`config.mk`:
```
export PLATFORM = sky130hd
export DESIGN_NAME = sgd_queue
export DESIGN_NICKNAME = d
export VERILOG_FILES = /design/src/hdl/sgd_queue.sv
export VERILOG_INCLUDE_DIRS = /design/src /design/src/hdl
export SDC_FILE = /design/constraint.sdc
export NUM_CORES = 1
export LEC_CHECK = 0
export BUFFER_PORTS_ARGS = -buffer_cell sky130_fd_sc_hd__buf_2
export CORE_MARGIN = 2
export CORE_UTILIZATION = 50
export CTS_CLUSTER_SIZE = 20
export DETAILED_ROUTE_END_ITERATION = 6
export PLACE_DENSITY = 0.8
export SETUP_SLACK_MARGIN = 0.4
export SYNTH_ARGS = -nofsm -noshare
export SYNTH_HDL_FRONTEND = slang
export SYNTH_SLANG_ARGS = --single-unit
```
`constraint.sdc`:
```
create_clock -name clk -period 4.81 [get_ports clk]
set_input_delay 0.481 -clock clk [delete_from_list [all_inputs] [get_ports clk]]
set_output_delay 0.481 -clock clk [all_outputs]
set_load 0.01 [all_outputs]
```
`src/hdl/staggered_grid_destagger_macros.svh`:
```
// Assertion macros shared by the destagger modules
`ifndef STAGGERED_GRID_DESTAGGER_MACROS_SVH
`define STAGGERED_GRID_DESTAGGER_MACROS_SVH

// Same-cycle implication, checked out of reset
`define SGD_ASSERT_NOW(label, ck, rn, ante, cons) \
  label: assert property (@(posedge ck) disable iff (!rn) (ante) |-> (cons)) \
    else $error("staggered_grid_destagger: same-cycle check failed");

// Next-cycle implication, checked out of reset
`define SGD_ASSERT_NEXT(label, ck, rn, ante, cons) \
  label: assert property (@(posedge ck) disable iff (!rn) (ante) |=> (cons)) \
    else $error("staggered_grid_destagger: next-cycle check failed");

`endif

```
`src/hdl/sgd_queue.sv`:
```
// Short FIFO between the front end and the back end
module sgd_queue #(
  parameter int unsigned WIDTH = 64,
  parameter int unsigned DEPTH = 4,
  localparam int unsigned PW = (DEPTH > 1) ? $clog2(DEPTH) : 1,
  localparam int unsigned CW = $clog2(DEPTH + 1)
) (
  input  logic             clk,
  input  logic             rst_n,
  input  logic             push,
  input  logic [WIDTH-1:0] push_data,
  output logic             full,
  input  logic             pop,
  output logic             pop_valid,
  output logic [WIDTH-1:0] pop_data
);

  logic [WIDTH-1:0] slot_r [DEPTH];
  logic [PW-1:0]    wr_ptr_r, wr_ptr_nxt;
  logic [PW-1:0]    rd_ptr_r, rd_ptr_nxt;
  logic [CW-1:0]    count_r, count_nxt;

  assign full      = (count_r == CW'(DEPTH));
  assign pop_valid = (count_r != '0);
  assign pop_data  = slot_r[rd_ptr_r];

  // Step the pointers and the fill count
  always_comb begin
    wr_ptr_nxt = wr_ptr_r;
    rd_ptr_nxt = rd_ptr_r;
    count_nxt  = count_r;
    if (push) begin
      wr_ptr_nxt = (wr_ptr_r == PW'(DEPTH - 1)) ? '0 : (wr_ptr_r + PW'(1));
    end
    if (pop) begin
      rd_ptr_nxt = (rd_ptr_r == PW'(DEPTH - 1)) ? '0 : (rd_ptr_r + PW'(1));
    end
    if (push && !pop) begin
      count_nxt = count_r + CW'(1);
    end else if (pop && !push) begin
      count_nxt = count_r - CW'(1);
    end
  end

  always_ff @(posedge clk) begin
    if (!rst_n) begin
      wr_ptr_r <= '0;
      rd_ptr_r <= '0;
      count_r  <= '0;
    end else begin
      wr_ptr_r <= wr_ptr_nxt;
      rd_ptr_r <= rd_ptr_nxt;
      count_r  <= count_nxt;
    end
  end

  // Store the pushed transaction
  always_ff @(posedge clk) begin
    if (push) begin
      slot_r[wr_ptr_r] <= push_data;
    end
  end

`include "staggered_grid_destagger_macros.svh"

  `SGD_ASSERT_NOW(a_no_underflow, clk, rst_n, pop, pop_valid)
  `SGD_ASSERT_NEXT(a_count_grows, clk, rst_n, push && !pop, count_r == $past(count_r) + CW'(1))

endmodule

```
==> results.md <==
- Unrepaired setup endpoints after global routing: false
- Mapped Cells: 378
- Yosys reg bits: 265
- HPWL after DPL: 9230 um
- Most frequent cells in the layout: edfxtp_1 (256), buf_2 (133), mux4_2 (60)
- Fmax: 314 MHz
- Post_cts resized: 0
- Final Skew: 0.0113 ns
- Max-Cap Viols: 0
- Layout cells sized above 1: 43.7%
- Hold Path Class: primary input to flip-flop
- Slowest CP cell: dfxtp_4
- GRT Util Overall: 15.9%
- Largest stage delay on the critical path: 1.01 ns
- Fin crit period: 3.18 ns
- Mapped Area: 9770 sq um
- Die Y: 144 um
- Status: finished, final reports clean
- DR iter-0 viols: 223
- Die width: 144 um
- Drt first pass iters: 4
- Vias: 4389
- Routability cong.: 0.703
- Endpoint class of the critical path: output pin
- I/O Buffers: 133
- Sw power: 1.05 mW
- DRT Wirelength: 16400 um
- First-pass GRT wire length: 24900 um
- Worst-path clk slew: 0.06 ns
- Final Hold Viols: 0
- YS warnings: 0
- CTS tree: yes
- DIE AREA: 20700 sq um
- Final net count: 601
- Starting Density: 50.5%
- CP required: 4.33 ns
- Fin. max-slew vios: 0
- CP Data Arrival Time: 2.70 ns
- Syn avg cell area: 25.8 sq um
- Root Buffer: clkbuf_16
- Syn_nets: 453
- Buf/Inv on CP: 2
- Slew at the pin closest to its max-slew limit: 1.02 ns
- Vias per cell: 5.41
- Num CTS Buffers: 26
- PD cells: 456 nW/um^2
- Peak VDD IR: 0.318 mV
- Slew HR: 32.1%
- Lkg Pwr: 3.92 nW
- Delay-heaviest family, CP: flip-flops
- GRT overflow: 0
- Post-route cell area: 11600 sq um
- Core Rows: 51
- Final setup vio count: 0
- Routed len/inst: 20.2 um
- Crit path kind: flip-flop to output pin
- Clock Tree Buf Depth: 3
- Switch share: 19.9%
- Cells along the critical path: buf_4 > mux4_2 > buf_2
- Worst setup SP type: flip-flop
- Sink Count: 265
- Hold Buf Count CTS: 0
- Largest net degree at the start of global routing: 65
- # DRC: 0
- Clk pwr share: 41.5%
- Clock Latency Late Sink: 0.51 ns
- Routed Antenna Nets: 0
- Postcts setup bufs: 0
- P&R area growth vs syn: 18.5%
- H-tree depth: 1
- Setup TNS: 0 ns
- Sequential share of the synthesized area: 80.5%
- Tcrit/Tclk final: 66.1%
- Placed cell area: 10600 sq um
- Number of global-route vias before repair: 4646
- IO Count: 134
- Core box area: 19300 sq um
- Flop pwr share: 51.3%
- Combinational Power Share: 7.2%
- Commonest non-fill, non-tap cell in the layout: edfxtp_1
- Final core utilization: 59.9%
- Max FO, Critical Path: 49
- Post-synth cell types: 23
- Initial antenna violation count: 3
- Int Pwr: 4.23 mW
path summary, 6_finish.rpt:
path,from,endpoint,slack [ns],depth (start not counted)
max,flip-flop,pop_data[34],1.63,3
max reg2reg,wr_ptr_r[0]$_SDFFE_PN0P_,slot_r[3][28]$_DFFE_PP_,2.93,2
min reg2reg,count_r[2]$_SDFFE_PN0P_,count_r[2]$_SDFFE_PN0P_,0.53,2
min,push_data[16],slot_r[3][16]$_DFFE_PP_,0.18,1
synthesized netlist by cell type (all sizes together):
cell / instances / area (sq um)
a21boi: 1 / 7.51
and2: 5 / 31.3
buf: 13 / 161
clkbuf: 1 / 5.00
dfxtp: 9 / 180
edfxtp: 256 / 7690
fa: 1 / 20.0
ha: 6 / 75.1
inv: 4 / 15.0
mux2i: 4 / 40.0
mux4: 64 / 1460
nor2: 1 / 3.75
nor2b: 5 / 31.3
nor3: 1 / 5.00
nor3b: 1 / 7.51
o21a: 1 / 7.51
o21ai: 1 / 5.00
or3: 2 / 12.5
xnor2: 1 / 8.76
xor2: 1 / 8.76
flip-flops by register name (all words and copies together), names as in the netlist, named ones only:
register and cells:
slot_r 256, count_r 3, rd_ptr_r 2, wr_ptr_r 2
worst reg2reg max path: cells and delay by family (launching register included):
family | cells | cell delay [ns]
and+or+nand+nor | 1 | 0.81
adders and majority gates | 1 | 0.21
DFF | 1 | 0.41
through the flow:
step	hold WS, ns	setup WS, ns	instances	total power [mW]
floorplan	0.467	2.33	378	2.98
global placement	0.478	2.08	763	3.12
detailed placement	0.515	2.04	763	3.15
CTS	0.155	1.48	810	5.33
global route	0.167	1.37	810	5.45
finish	0.182	1.63	812	5.28
power by group through the flow:
stage	sequential [mW]	clock, mW	combinational (mW)
after floorplan	2.72	0	0.267
after global placement	2.75	0	0.374
after detailed placement	2.76	0	0.388
after CTS	2.71	2.23	0.390
after global routing	2.72	2.31	0.415
final	2.71	2.19	0.382
cell type report:
class | instances | area [sq um]
antenna | 2 | 5.00
clock buffer | 30 | 687
clock inverter | 17 | 255
fill | 1360 | 7760
inverter | 4 | 15.0
multi-input combinational | 95 | 1730
sequential | 265 | 7880
tap | 265 | 332
timing repair buffer | 134 | 673
logic make-up after synthesis:
group           after synthesis  share of synthesized area [%]
buf+inv                      18                           1.86
simple gates                 15                          0.935
xor+xnor                      2                          0.179
compound gates                3                          0.205
flops                       265                           80.5
mux                          68                           15.3
fa+ha+maj                     7                          0.973
routing by layer:
layer,GRT usage [%],vias to the layer above,share of wire (%)
li1,-,1915,-
met1,20.6,2299,41
met2,26.9,138,51
met3,3.97,35,6.3
met4,4.85,2,2.2
met5,0,-,0.098
No activity file was read; power rests on OpenSTA's default activity.
