<file path="config.mk">
export PLATFORM = sky130hd
export DESIGN_NAME = sgd_front
export DESIGN_NICKNAME = d
export VERILOG_FILES = /design/src/hdl/sgd_pkg.sv /design/src/hdl/sgd_front.sv
export VERILOG_INCLUDE_DIRS = /design/src /design/src/hdl
export SDC_FILE = /design/constraint.sdc
export NUM_CORES = 1
export LEC_CHECK = 0
export ABC_AREA = 1
export BUFFER_PORTS_ARGS = -buffer_cell sky130_fd_sc_hd__buf_4
export CELL_PAD_IN_SITES_DETAIL_PLACEMENT = 0
export CELL_PAD_IN_SITES_GLOBAL_PLACEMENT = 2
export CORE_ASPECT_RATIO = 1.4
export CORE_MARGIN = 1.5
export CORE_UTILIZATION = 29
export DETAILED_ROUTE_END_ITERATION = 10
export PLACE_DENSITY = 0.83
export RECOVER_POWER = 50
export SLEW_MARGIN = 20
export SYNTH_ARGS = -nofsm -noshare
export SYNTH_HDL_FRONTEND = slang
export SYNTH_SLANG_ARGS = --single-unit
</file>
<file path="constraint.sdc">
create_clock -name clk -period 3 [get_ports clk]
set_clock_uncertainty 0.1 [all_clocks]
set_input_delay 0 -clock clk [delete_from_list [all_inputs] [get_ports clk]]
set_output_delay 0 -clock clk [all_outputs]
set_load 0.01 [all_outputs]
</file>
<file path="src/hdl/staggered_grid_destagger_macros.svh">
// Assertion macros shared by the destagger modules
`ifndef STAGGERED_GRID_DESTAGGER_MACROS_SVH
`define STAGGERED_GRID_DESTAGGER_MACROS_SVH

// Same-cycle implication, checked out of reset
`define SGD_ASSERT_NOW(label, ck, rn, ante, cons) \
  label: assert property (@(posedge ck) disable iff (!rn) (ante) |-> (cons)) \
    else $error("staggered_grid_destagger: same-cycle check failed");

// Next-cycle implication, checked out of reset
`define SGD_ASSERT_NEXT(label, ck, rn, ante, cons) \
  label: assert property (@(posedge ck) disable iff (!rn) (ante) |=> (cons)) \
    else $error("staggered_grid_destagger: next-cycle check failed");

`endif

</file>
<file path="src/hdl/sgd_pkg.sv">
// Shared types, register codes and the averaging function of the destagger
package sgd_pkg;

  // Configuration register indexes
  typedef enum logic [2:0] {
    REG_X_SIZE       = 3'd0,
    REG_Y_SIZE       = 3'd1,
    REG_Z_SIZE       = 3'd2,
    REG_X_STAGGERED  = 3'd3,
    REG_Y_STAGGERED  = 3'd4,
    REG_Z_STAGGERED  = 3'd5,
    REG_MISSING_EN   = 3'd6,
    REG_MISSING_CODE = 3'd7
  } reg_idx_t;

  localparam int unsigned CFG_INDEX_W = 3;
  localparam int unsigned CFG_DATA_W  = 32;
  localparam int unsigned SAMPLE_W    = 32;
  localparam int unsigned QUEUE_DEPTH = 4;

  // What one pass does with a transaction
  typedef enum logic [1:0] {
    OP_NONE = 2'd0,
    OP_FILL = 2'd1,
    OP_AVG  = 2'd2
  } pass_op_t;

  typedef struct packed {
    logic [8:0]          x_size;
    logic [8:0]          y_size;
    logic [12:0]         z_size;
    logic                x_staggered;
    logic                y_staggered;
    logic                z_staggered;
    logic                missing_en;
    logic signed [31:0]  missing_code;
  } cfg_t;

  // Control carried with each queued transaction from front to back
  typedef struct packed {
    pass_op_t y_op;
    pass_op_t z_op;
    logic     row_end;
    logic     slice_end;
    logic     volume_end;
  } ctl_t;

  // floor((a+b)/2) in signed Q16.16, or the missing code when either side is missing
  function automatic logic signed [31:0] avg2(
    input logic signed [31:0] a,
    input logic signed [31:0] b,
    input logic               miss_en,
    input logic signed [31:0] miss_code
  );
    logic signed [32:0] sum;
    logic signed [31:0] res;
    sum = {a[31], a} + {b[31], b};
    if (miss_en && ((a == miss_code) || (b == miss_code))) begin
      res = miss_code;
    end else begin
      res = sum[32:1];
    end
    return res;
  endfunction

endpackage

</file>
<file path="src/hdl/sgd_front.sv">
// Front end: raster position tracking, x pass and classification of each sample
module sgd_front #(
  parameter int unsigned MAX_X = 256,
  parameter int unsigned MAX_Y = 256,
  parameter int unsigned MAX_Z = 4096,
  localparam int unsigned XW = $clog2(MAX_X),
  localparam int unsigned YW = $clog2(MAX_Y),
  localparam int unsigned ZW = (MAX_Z > 1) ? $clog2(MAX_Z) : 1,
  localparam int unsigned SW = $clog2(MAX_X * MAX_Y)
) (
  input  logic                clk,
  input  logic                rst_n,
  input  sgd_pkg::cfg_t       cfg,
  input  logic                restart,
  input  logic                in_valid,
  output logic                in_stall,
  input  logic signed [31:0]  in_sample,
  input  logic                q_full,
  output logic                push,
  output sgd_pkg::ctl_t       push_ctl,
  output logic signed [31:0]  push_value,
  output logic [XW-1:0]       push_row_addr,
  output logic [SW-1:0]       push_slice_addr
);
  import sgd_pkg::*;

  // Last valid index of an axis after clamping the size into 1..max
  function automatic logic [31:0] last_of(input logic [31:0] size, input logic [31:0] maxv);
    logic [31:0] r;
    if (size == 32'd0) begin
      r = 32'd0;
    end else if (size > maxv) begin
      r = maxv - 32'd1;
    end else begin
      r = size - 32'd1;
    end
    return r;
  endfunction

  logic [XW-1:0]      x_r, x_nxt, x_last;
  logic [YW-1:0]      y_r, y_nxt, y_last;
  logic [ZW-1:0]      z_r, z_nxt, z_last;
  logic [SW-1:0]      p_r, p_nxt;
  logic signed [31:0] prev_r, prev_nxt;
  logic               accept;
  logic               x_keep;
  logic               y_survive;
  logic               row_end, slice_end, volume_end;
  pass_op_t           y_op, z_op;

  assign x_last = XW'(last_of(32'(cfg.x_size), 32'(MAX_X)));
  assign y_last = YW'(last_of(32'(cfg.y_size), 32'(MAX_Y)));
  assign z_last = ZW'(last_of(32'(cfg.z_size), 32'(MAX_Z)));

  assign in_stall = q_full;
  assign accept   = in_valid && !q_full;

  // Classify the sample against the staggered axes
  always_comb begin
    x_keep    = !cfg.x_staggered || (x_r != '0);
    y_survive = !cfg.y_staggered || (y_r != '0);
    if (!cfg.y_staggered) begin
      y_op = OP_NONE;
    end else if (y_r == '0) begin
      y_op = OP_FILL;
    end else begin
      y_op = OP_AVG;
    end
    if (!cfg.z_staggered || !y_survive) begin
      z_op = OP_NONE;
    end else if (z_r == '0) begin
      z_op = OP_FILL;
    end else begin
      z_op = OP_AVG;
    end
    row_end    = (x_r == x_last);
    slice_end  = row_end && (y_r == y_last);
    volume_end = slice_end && (z_r == z_last);
  end

  assign push                = accept && x_keep;
  assign push_ctl.y_op       = y_op;
  assign push_ctl.z_op       = z_op;
  assign push_ctl.row_end    = row_end;
  assign push_ctl.slice_end  = slice_end;
  assign push_ctl.volume_end = volume_end;
  assign push_value          = cfg.x_staggered ?
                               avg2(prev_r, in_sample, cfg.missing_en, cfg.missing_code) :
                               in_sample;
  assign push_row_addr       = cfg.x_staggered ? (x_r - XW'(1)) : x_r;
  assign push_slice_addr     = p_r;

  // Advance the raster position, the slice address and the previous sample
  always_comb begin
    x_nxt    = x_r;
    y_nxt    = y_r;
    z_nxt    = z_r;
    p_nxt    = p_r;
    prev_nxt = prev_r;
    if (restart) begin
      x_nxt = '0;
      y_nxt = '0;
      z_nxt = '0;
      p_nxt = '0;
    end else if (accept) begin
      if (cfg.x_staggered) begin
        prev_nxt = in_sample;
      end
      if (x_keep && (z_op != OP_NONE)) begin
        p_nxt = slice_end ? '0 : (p_r + SW'(1));
      end
      if (x_r == x_last) begin
        x_nxt = '0;
        if (y_r == y_last) begin
          y_nxt = '0;
          z_nxt = (z_r == z_last) ? '0 : (z_r + ZW'(1));
        end else begin
          y_nxt = y_r + YW'(1);
        end
      end else begin
        x_nxt = x_r + XW'(1);
      end
    end
  end

  always_ff @(posedge clk) begin
    if (!rst_n) begin
      x_r    <= '0;
      y_r    <= '0;
      z_r    <= '0;
      p_r    <= '0;
      prev_r <= '0;
    end else begin
      x_r    <= x_nxt;
      y_r    <= y_nxt;
      z_r    <= z_nxt;
      p_r    <= p_nxt;
      prev_r <= prev_nxt;
    end
  end

`include "staggered_grid_destagger_macros.svh"

  // The first sample of a row on a staggered x axis only primes the x pass
  `SGD_ASSERT_NOW(a_x_start_dropped, clk, rst_n, accept && cfg.x_staggered && (x_r == '0), !push)
  // A pushed transaction never lands on a full queue
  `SGD_ASSERT_NOW(a_push_has_room, clk, rst_n, push, !q_full)

endmodule

</file>
==> metrics.txt <==
status=finished clean; Post-DP HPWL=24.71 mm; Synthesis Warnings=0; commonest non-fill, non-tap cells in the layout=nand2_1 (407), nor2_1 (194), inv_1 (170); kind of critical path=reg2out; diode count=0; Net Count, Synth=1625; drc violations=0; crit share post-route=94.77%; number of flops mapped to enable cells by yosys=0; CP max stage delay=430 ps; Hold Crit Class=in2reg; Final Core Density=38.04%; Cell Area, Placed=0.01022 mm2; setup TNS=0 ps; synthesized area=0.008547 mm2; CTS tree=yes; vias in the first global route=10048; sequential power share=33.2%; crit-path most repeated cell=nand2_1; crit-path max FO=6; fillers=3312; synth unique cells=46; pins over their slew limit=0; Tightest Pin Transition=898.7 ps; switching share of total power=35.02%; Power Density=283.2 mW/mm2; max cap viols=0; final instance area=0.01106 mm2; worst vdd ir=0.2543 mV; Routed WL=31.16 mm; largest net degree at the start of global routing=52; H-tree Lvls=3; Synth async-reset ratio=0%; FF+latch count, synth=76; post-route ant nets=0; pre-CTS setup slack=275.6 ps; sequential area share after synthesis=17.80%; Buf/Inv on CP=3; origin of the critical flop-to-flop path=x_r[0]; num ports=169; chip height=206.1 um; critical path's top delay family=simple AND/OR/NAND/NOR gates; antenna violations before repair=0; P_leak=5.330 nW; Layout Nets=1851; cell breakdown of the critical path=ha_1, nand2_1, nor2_1, inv_1, nor2_1, nand3_1, or2_2, nand2_1, nand2_1, nand2_1, nor2_1, o21ai_0, buf_4, buf_4; Area growth, synth to finish=29.38%; placed cells=2003; Starting Density=29.40%; Post-Syn Area per Cell=5.783 um2; most common cell after layout, fill and taps aside=nand2_1; Synth Flop Type=dfxtp_1; Int Power=2.035 mW; vias=10026; Via density=4.799; TritonCTS Buffers=9; WHS=25.44 ps; IO Port Bufs=168; num rows=74; met2 usage=42.01%; gpl congestion=0.8673; Required @ worst endpoint=2900 ps; met3 Usage GRT=2.141%; Critical R2R Capture=push_slice_addr[15]; drt first pass iters=5; final setup vio count=0; cells on worst reg2reg path=13; crit path max-delay cell type=ha_1; total gr overflow=0; CTS clk-pin slew, worst paths=70 ps; clk buf depth=2; fmax=351.7 MHz; CP arrival=2740 ps; Yosys top cell area share=17.80%; die area=0.03053 mm2; final setup margin=156.8 ps; Worst R2R Setup Slack=270 ps; Synth area leader=dfxtp_1; total track usage=20.50%; met1 Track Usage GR=20.76%; slew margin rel.=40.09%; final cell count without fillers=2089; RSZ-0062 raised after global routing=yes; combinational power share=31.6%; WP depth=14; Clock Tree Root=clkbuf_16; crit path to=push_value[30]; fraction of layout cells with a size suffix above 1=13.17%; wire per inst=14.92 um; clock power share=35.2%; first-pass GRT wire length=49.67 mm; CTS sink count=76; Core Footprint=0.02907 mm2; final hold vios=0; Worst setup SP type=flop; power consumption=3.131 mW; minimum clock period=2843 ps; DRT iter0 DRCs=376; Psw=1.096 mW; Die Width=148.1 um; ranking of synthesized cells by area=dfxtp_1 (18%), nand2_1 (18%), nor2_1 (8.3%); clock latency at the later pin of the worst-skew pair=360 ps; busiest layer in global routing=met2; critical path launch point=prev_r[22]; CP Capture Type=output pin; Post-Synthesis Cells=1478
layout make-up:
type                    instances  area (um2)  area share, %
clock buffers                   9       225.2          2.037
clock inverters                 7       56.30         0.5092
inverters                     177       668.1          6.042
multi-input cells            1188        6161          55.71
flip-flops and latches         76        1521          13.76
well taps                     380       475.5          4.300
repair buffers                252        1951          17.64
cell families after synthesis:
family / Yosys count / share of synthesized area [%]
adders and majority gates: 43 / 6.383
xor gates and xnor gates: 84 / 8.608
AOI/OAI and AO/OA: 213 / 13.88
buffers and inverters: 214 / 10.01
and+or+nand+nor: 848 / 43.32
DFF: 76 / 17.80
flip-flops by register name, summed over array words and instances, names as in the netlist:
register / flops
prev_r: 32
push_slice_addr: 16
z_r: 12
x_r: 8
y_r: 8
synthesized netlist by cell type, types with 5 or more instances:
| library cell | count |
|---|---|
| ha_1 | 42 |
| inv_1 | 170 |
| nor4_1 | 7 |
| buf_2 | 6 |
| nand2_1 | 404 |
| nand2_2 | 12 |
| nand3_1 | 117 |
| clkbuf_1 | 20 |
| xor2_1 | 29 |
| a21oi_1 | 76 |
| inv_2 | 6 |
| nand4_1 | 51 |
| nor2_2 | 10 |
| dfxtp_1 | 76 |
| buf_4 | 6 |
| nand3_2 | 6 |
| nor3_1 | 23 |
| o21ai_0 | 92 |
| o21bai_1 | 5 |
| xnor2_1 | 55 |
| nor2_1 | 190 |
| or2_2 | 16 |
| o211ai_1 | 15 |
layer usage:
metal,up-vias,wire (um)
met1,4527,12160
li1,5263,-
met5,-,0
met2,193,17190
met4,0,943
met3,43,863
power groups by stage:
stage               sequential, mW  clock (mW)  combinational [mW]
floorplan                     1.06           0               0.540
global placement              1.06           0               0.941
detailed placement            1.06           0               0.940
CTS                           1.04        1.13                1.00
global route                  1.04        1.17                1.10
finish                        1.04        1.10               0.989
worst reg2reg max path, stage by stage, from the launching register on:
cell	delay [ps]
dfxtp_1	420
inv_1	180
ha_1	230
nand3_1	70
nor2_1	60
a21oi_1	350
nand2_1	240
nor2_1	190
nand4_1	180
nor3_1	320
nand3_1	110
nand2_1	80
nand2_1	50
nor2_1	80
how the worst min path moves through the flow:
stage	start	to	slack [ps]	cells past startpoint
CTS	restart	push_slice_addr[2]	20	5
finish	restart	y_r[0]	30	5
global route	restart	z_r[0]	40	5
floorplan	cfg[34]	push_ctl[6]	-10	2
detailed placement	q_full	in_stall	110	2
global placement	q_full	in_stall	110	2
repair_timing:
item | in CTS | in global routing
resized for setup | 2 | 11
pin swaps | 0 | 3
setup endpoints to repair | 6 | 17
setup buffers | 0 | 3
hold endpoints to repair | 36 | 0
hold buffers | 67 | 0
Power figures use the tool's default switching activity.
